--- src/design/probe_request_ssid_tally_defines.svh ---
// assertion macros shared by the tally design
`ifndef PROBE_REQUEST_SSID_TALLY_DEFINES_SVH
`define PROBE_REQUEST_SSID_TALLY_DEFINES_SVH

// same-cycle implication, checked on every clock while out of reset
`define PRST_ASSERT_SAME(label, ante, cons) \
label: assert property (@(posedge clk) disable iff (!rst_n) (ante) |-> (cons)) \
    else $error("prst assertion failed");

// next-cycle implication
`define PRST_ASSERT_NEXT(label, ante, cons) \
label: assert property (@(posedge clk) disable iff (!rst_n) (ante) |=> (cons)) \
    else $error("prst assertion failed");

`endif

--- src/design/prst_pkg.sv ---
// shared constants, codes and types of the ssid tally
package prst_pkg;

    localparam int TABLE_ENTRIES = 32;
    localparam int IDX_W = (TABLE_ENTRIES > 1) ? $clog2(TABLE_ENTRIES) : 1;
    localparam int OCC_W = $clog2(TABLE_ENTRIES + 1);
    localparam int SSID_BYTES = 32;
    localparam int SSID_W = SSID_BYTES * 8;
    localparam int LEN_W = 6;
    localparam int CNT_W = 32;
    localparam int POS_W = 11;
    localparam int CHUNK_W = 64;

    localparam logic [1:0] ACT_BYTE  = 2'd0;
    localparam logic [1:0] ACT_CLEAR = 2'd1;
    localparam logic [1:0] ACT_READ  = 2'd2;

    localparam logic [7:0]  PROBE_REQ_CODE = 8'h40;
    localparam logic [11:0] MIN_FRAME_LEN  = 12'd40;
    localparam logic [11:0] MAX_FRAME_LEN  = 12'd512;
    localparam logic [7:0]  MAX_SSID_LEN   = 8'd32;
    localparam logic [POS_W-1:0] LEN_BYTE_POS = 11'd37;
    localparam logic [POS_W-1:0] SSID_START   = 11'd38;
    localparam logic [POS_W-1:0] POS_MAX      = 11'd2047;
    localparam logic [CNT_W-1:0] CNT_MAX      = 32'hFFFF_FFFF;

    typedef enum logic [2:0] {
        OUTCOME_READ    = 3'd0,
        OUTCOME_IGNORED = 3'd1,
        OUTCOME_RAISED  = 3'd2,
        OUTCOME_ADDED   = 3'd3,
        OUTCOME_FULL    = 3'd4
    } outcome_t;

    typedef struct packed {
        logic shift;
        logic clear;
        logic load;
        logic rsel;
        logic bump;
    } cell_ctrl_t;

    typedef struct packed {
        logic              hit;
        logic [LEN_W-1:0]  len;
        logic [SSID_W-1:0] ssid;
        logic [CNT_W-1:0]  cnt;
    } cell_view_t;

endpackage

--- src/design/prst_cell.sv ---
// one table entry with its search token and compare
module prst_cell
(
    input  logic                        clk,
    input  logic                        rst_n,
    input  prst_pkg::cell_ctrl_t        ctrl,
    input  logic                        token_in,
    output logic                        token_out,
    input  logic [prst_pkg::SSID_W-1:0] key_ssid,
    input  logic [prst_pkg::LEN_W-1:0]  key_len,
    output prst_pkg::cell_view_t        view
);

    logic                        token_reg;
    logic                        token_next;
    logic [prst_pkg::SSID_W-1:0] ssid_reg;
    logic [prst_pkg::LEN_W-1:0]  len_reg;
    logic [prst_pkg::CNT_W-1:0]  cnt_reg;
    logic                        shown;

    always_comb
    begin
        token_next = token_reg;
        if (ctrl.clear)
        begin
            token_next = 1'b0;
        end
        else if (ctrl.shift)
        begin
            token_next = token_in;
        end
    end

    always_ff @(posedge clk or negedge rst_n)
    begin
        if (!rst_n)
        begin
            token_reg <= 1'b0;
        end
        else
        begin
            token_reg <= token_next;
        end
    end

    always_ff @(posedge clk)
    begin
        if (ctrl.load)
        begin
            ssid_reg <= key_ssid;
            len_reg  <= key_len;
            cnt_reg  <= prst_pkg::CNT_W'(1);
        end
        else if (ctrl.bump && token_reg && cnt_reg != prst_pkg::CNT_MAX)
        begin
            cnt_reg <= cnt_reg + prst_pkg::CNT_W'(1);
        end
    end

    assign token_out = token_reg;
    assign shown = token_reg | ctrl.rsel;

    // stored bytes past the length are zero, as are the key's
    always_comb
    begin
        view.hit  = token_reg && (len_reg == key_len) && (ssid_reg == key_ssid);
        view.len  = shown ? len_reg : '0;
        view.ssid = shown ? ssid_reg : '0;
        view.cnt  = shown ? cnt_reg : '0;
    end

endmodule

--- config.mk ---
export PLATFORM = sky130hd
export DESIGN_NAME = prst_cell
export DESIGN_NICKNAME = d
export VERILOG_FILES = /design/src/design/probe_request_ssid_tally_defines.svh /design/src/design/prst_pkg.sv /design/src/design/prst_cell.sv
export SDC_FILE = /design/constraint.sdc
export NUM_CORES = 1
export LEC_CHECK = 0
export CAP_MARGIN = 20
export CORE_MARGIN = 1
export CORE_UTILIZATION = 26
export DETAILED_ROUTE_END_ITERATION = 10
export DONT_BUFFER_PORTS = 1
export PLACE_DENSITY_LB_ADDON = 0.3
export SYNTH_ARGS = -nofsm -noshare
export SYNTH_HDL_FRONTEND = slang
export SYNTH_SLANG_ARGS = --single-unit
--- constraint.sdc ---
create_clock -name clk -period 2.5 [get_ports clk]
set_input_delay 0.5 -clock clk [delete_from_list [all_inputs] [get_ports clk]]
set_output_delay 0.5 -clock clk [all_outputs]
set_load 0.03 [all_outputs]
# Word level (Yosys, flattened, before mapping)
# Cells that the tools add are included.
# totals
regBits,295
# op_classes
add_sub_neg,1
eq_ne,3
mux,5
bitwise_logic,1
n_reduce_logical,5
# ops
cell,n
$eq A256 B256 Y1,1
$mux W256,1
$add A32 B1 Y32 const B,1
$mux W32,1
$ne A32 B32 Y1 const B,1
$eq A6 B6 Y1,1
$mux W6,1
$logic_and A1 B1 Y1,4
$mux W1,2
$reduce_bool A2 Y1,1
$or A1 B1 Y1,1

# Logic depth before layout (Yosys ltp)
# depth
ltp_word,3
depth_mapped,8
ltp_nobuf,7

# Least setup slack after synthesis
# OpenSTA, ideal clock, no wires.
# synth_path
path_type,input port to output port
startpoint,input key_ssid[67] in the netlist's numbering
endpoint,output view[294] in the netlist's numbering
arrival_ns,2.064
setup_slack_ns,-0.064
stages,6
n_path_buf,0
cell_sequence,nor2b_1 -> a2111o_1 -> a2111oi_0 -> nand4_1 -> nor4_1 -> and4_1
# synth_rtl
item,line_no,rtl
from (decl),prst_cell.sv:9,"input logic [prst_pkg::SSID_W-1:0] key_ssid,"
to (decl),prst_cell.sv:11,output prst_pkg::cell_view_t view

==> metrics <==
outcome complete, but fails checks; failing checks slew limit, setup timing; syn_nets approximately 1.5k; CP Class flop to primary output; synthesized area 14,700 um^2; worst-skew pair later-pin latency 0.54 ns; CP Capture Type primary output; initial core utilization 26.5%; initial antenna violation count 3; largest area contributor in the netlist edfxtp_1; drt via density 4.71; count of final max-slew check failures 92; largest net degree at the start of global routing around 300; register clock-pin slew on the reported worst setup and hold paths 0.06 ns; Post-synth EDFFs roughly 260; Longest Clk Path Bufs 3; die area 57,400 um^2; Pwr Total 0.0148 W; GPL Wtd Cong 0.881; Post-synth ARST share 0.339%; instance area at placement 18,300 um^2; Worst R2R End cnt_reg[11]$_SDFFE_PP0P_; gr usage total 20.3%; crit path time final 3.20 ns; 1st-iter DRT viols 744; design area 23,600 um^2; CTS Buf Count 37; synth warn 0; WL final 61,800 um; via count 11.9k; antenna viol nets, final 0; Worst Path Max Fanout 2; sequential area share after synthesis 58.1%; post-route setup slack -0.701 ns; Worst Setup Start Kind flop; Worst-Margin Slew around 1.7 ns; Post-DP HPWL 42,200 um; Hold Vio Cnt, Final 0; peak supply drop 553 uV; Ports roughly 570; Yosys top cell area share 53.6%; unrepaired setup endpoints after global routing true; Yosys reg bits between 200 and 300; R2R Path Start cnt_reg[17]$_SDFFE_PP0P_; synth unique cells 44; max cap viols 0; Port Buffer Count 0; final setup vio count roughly 220; Core Rows 86; H-tree depth 2; Final nets 2,020; # DRC 0; most frequent cell after synthesis nor2b_1; power per cell area 629 nW/um^2; global route overflow 0; DIE HEIGHT 240 um; period utilization 128%; DR pass1 iterations 5; max reg flops 256; vias in the first global route around 12k; most frequent cells after synthesis nor2b_1, edfxtp_1, xnor2_1; R2R depth 7; Root Driver clkbuf_16; Max Clk Rate 312 MHz; hold path startpoint key_ssid[109]; Rel. slew slack -12.8%; CP startpoint ssid_reg[115]$_DFFE_PP_; Mean Syn Cell Area 11.7 um^2; synth top area cells edfxtp_1, nor2b_1, xnor2_1, xor2_1, dfxtp_1; # clock sinks slightly below 300; Worst Hold Class input port to flop; CP arrival 2.70 ns; final core utilization between 40% and 50%; CP endpoint view[294]; die width 240 um; hold_ws 0.0459 ns; CTS tree yes; final setup TNS -19.75 ns; first-pass GRT wire length 83,900 um; reg2reg setup slack 0.33 ns; Synth Flop Type edfxtp_1; synthesis-to-finish area growth 60.6%; Post-Synthesis Cells around 1.3k; share of layout cells above drive strength 1 40.8%; Final Skew between 0.009 and 0.01 ns; core area 55,400 um^2; WL/cell 24.5 um; Leak approximately 9.3 nW; worst endpoint required time 2.00 ns
[power by group]
group	total (W)	switching, W	leakage, nW	internal (W)
Sequential	0.00601	0.000235	2.84	0.00578
Clock	0.00525	0.00217	0.563	0.00307
Combinational	0.00357	0.00189	5.88	0.00168
[area by class of cell]
cell class,instances,area [um^2]
flip-flops and latches,295,8530
clock inverters,9,71.3
fillers,5128,31800
diodes,1,2.50
clock buffers,54,1070
inverters,79,297
well taps,748,936
repair buffers,490,5370
multi-input cells,846,7300
[cells in the final DEF, fill, tap and decap left out, types with 4 or more instances in the layout]
master / instances
xor2_1: 86
clkinv_2: 5
nor2b_2: 25
o2111ai_1: 18
nor4_4: 4
xnor2_1: 92
nand4_1: 34
nor3_1: 22
clkbuf_1: 12
edfxtp_1: 262
nor4_2: 12
o22ai_1: 13
nand3_1: 11
buf_16: 16
nor2_1: 44
o221ai_1: 5
nor2_4: 36
clkbuf_16: 44
nor4_1: 30
nor2b_1: 116
buf_8: 14
nor2b_4: 140
inv_1: 79
a21oi_1: 4
nand2b_1: 58
a221oi_1: 5
a22o_1: 9
a2111o_1: 8
and4_1: 5
buf_4: 204
buf_6: 165
o2bb2ai_1: 10
nand2_1: 18
dfxtp_1: 32
dlygate4sd3_1: 51
a221oi_2: 4
buf_12: 36
[worst max-delay path: stages, from the launching register on]
cell,delay (ns)
edfxtp_1,0.43
xnor2_1,0.20
o221ai_1,0.18
nor4_2,0.42
buf_4,0.18
nand4_1,0.17
nor4_4,0.24
and4_4,0.36
[cells by family after synthesis]
family	after synthesis	share of synthesized area, %
and+or+nand+nor	575	22.9
DFF	295	58.1
xor gates and xnor gates	181	10.8
buffers and inverters	118	3.14
AOI/OAI and AO/OA	88	4.96
muxes	1	0.0682
adders and majority gates	1	0.0852
[routing by layer]
layer	part of all wire, %	GRT usage, %
met2	48	33.3
met4	3.0	6.76
met3	8.6	6.38
met1	40	25.0
met5	0.028	0
[per-stage QoR]
| stage | instances | setup slack [ns] |
|---|---|---|
| after floorplan | 1259 | 0.00725 |
| final | 2522 | -0.701 |
| after global placement | 2334 | -0.582 |
| after CTS | 2515 | -0.743 |
| after detailed placement | 2334 | -0.665 |
| after global routing | 2522 | -0.784 |
[repair_timing]
item,4_1_cts,5_1_grt
buffers inserted,43,26
gates cloned,29,4
resized for setup,277,366
hold buffers,51,0
setup endpoints to repair,261,242
pin swaps,19,8
endpoints found under the hold margin,51,0
[how the worst min path moves through the flow]
stage | end | depth (start not counted) | slack, ns
3_3_place_gp | token_out$_DFFE_PN0P_ | 0 | 0.20
2_1_floorplan | token_out$_DFFE_PN0P_ | 0 | 0.20
5_1_grt | ssid_reg[229]$_DFFE_PP_ | 0 | 0.007
6_report | ssid_reg[109]$_DFFE_PP_ | 0 | 0.05
3_5_place_dp | token_out$_DFFE_PN0P_ | 0 | 0.20
4_1_cts | ssid_reg[157]$_DFFE_PP_ | 0 | 0.000007
(Power assumes the default switching activity.)
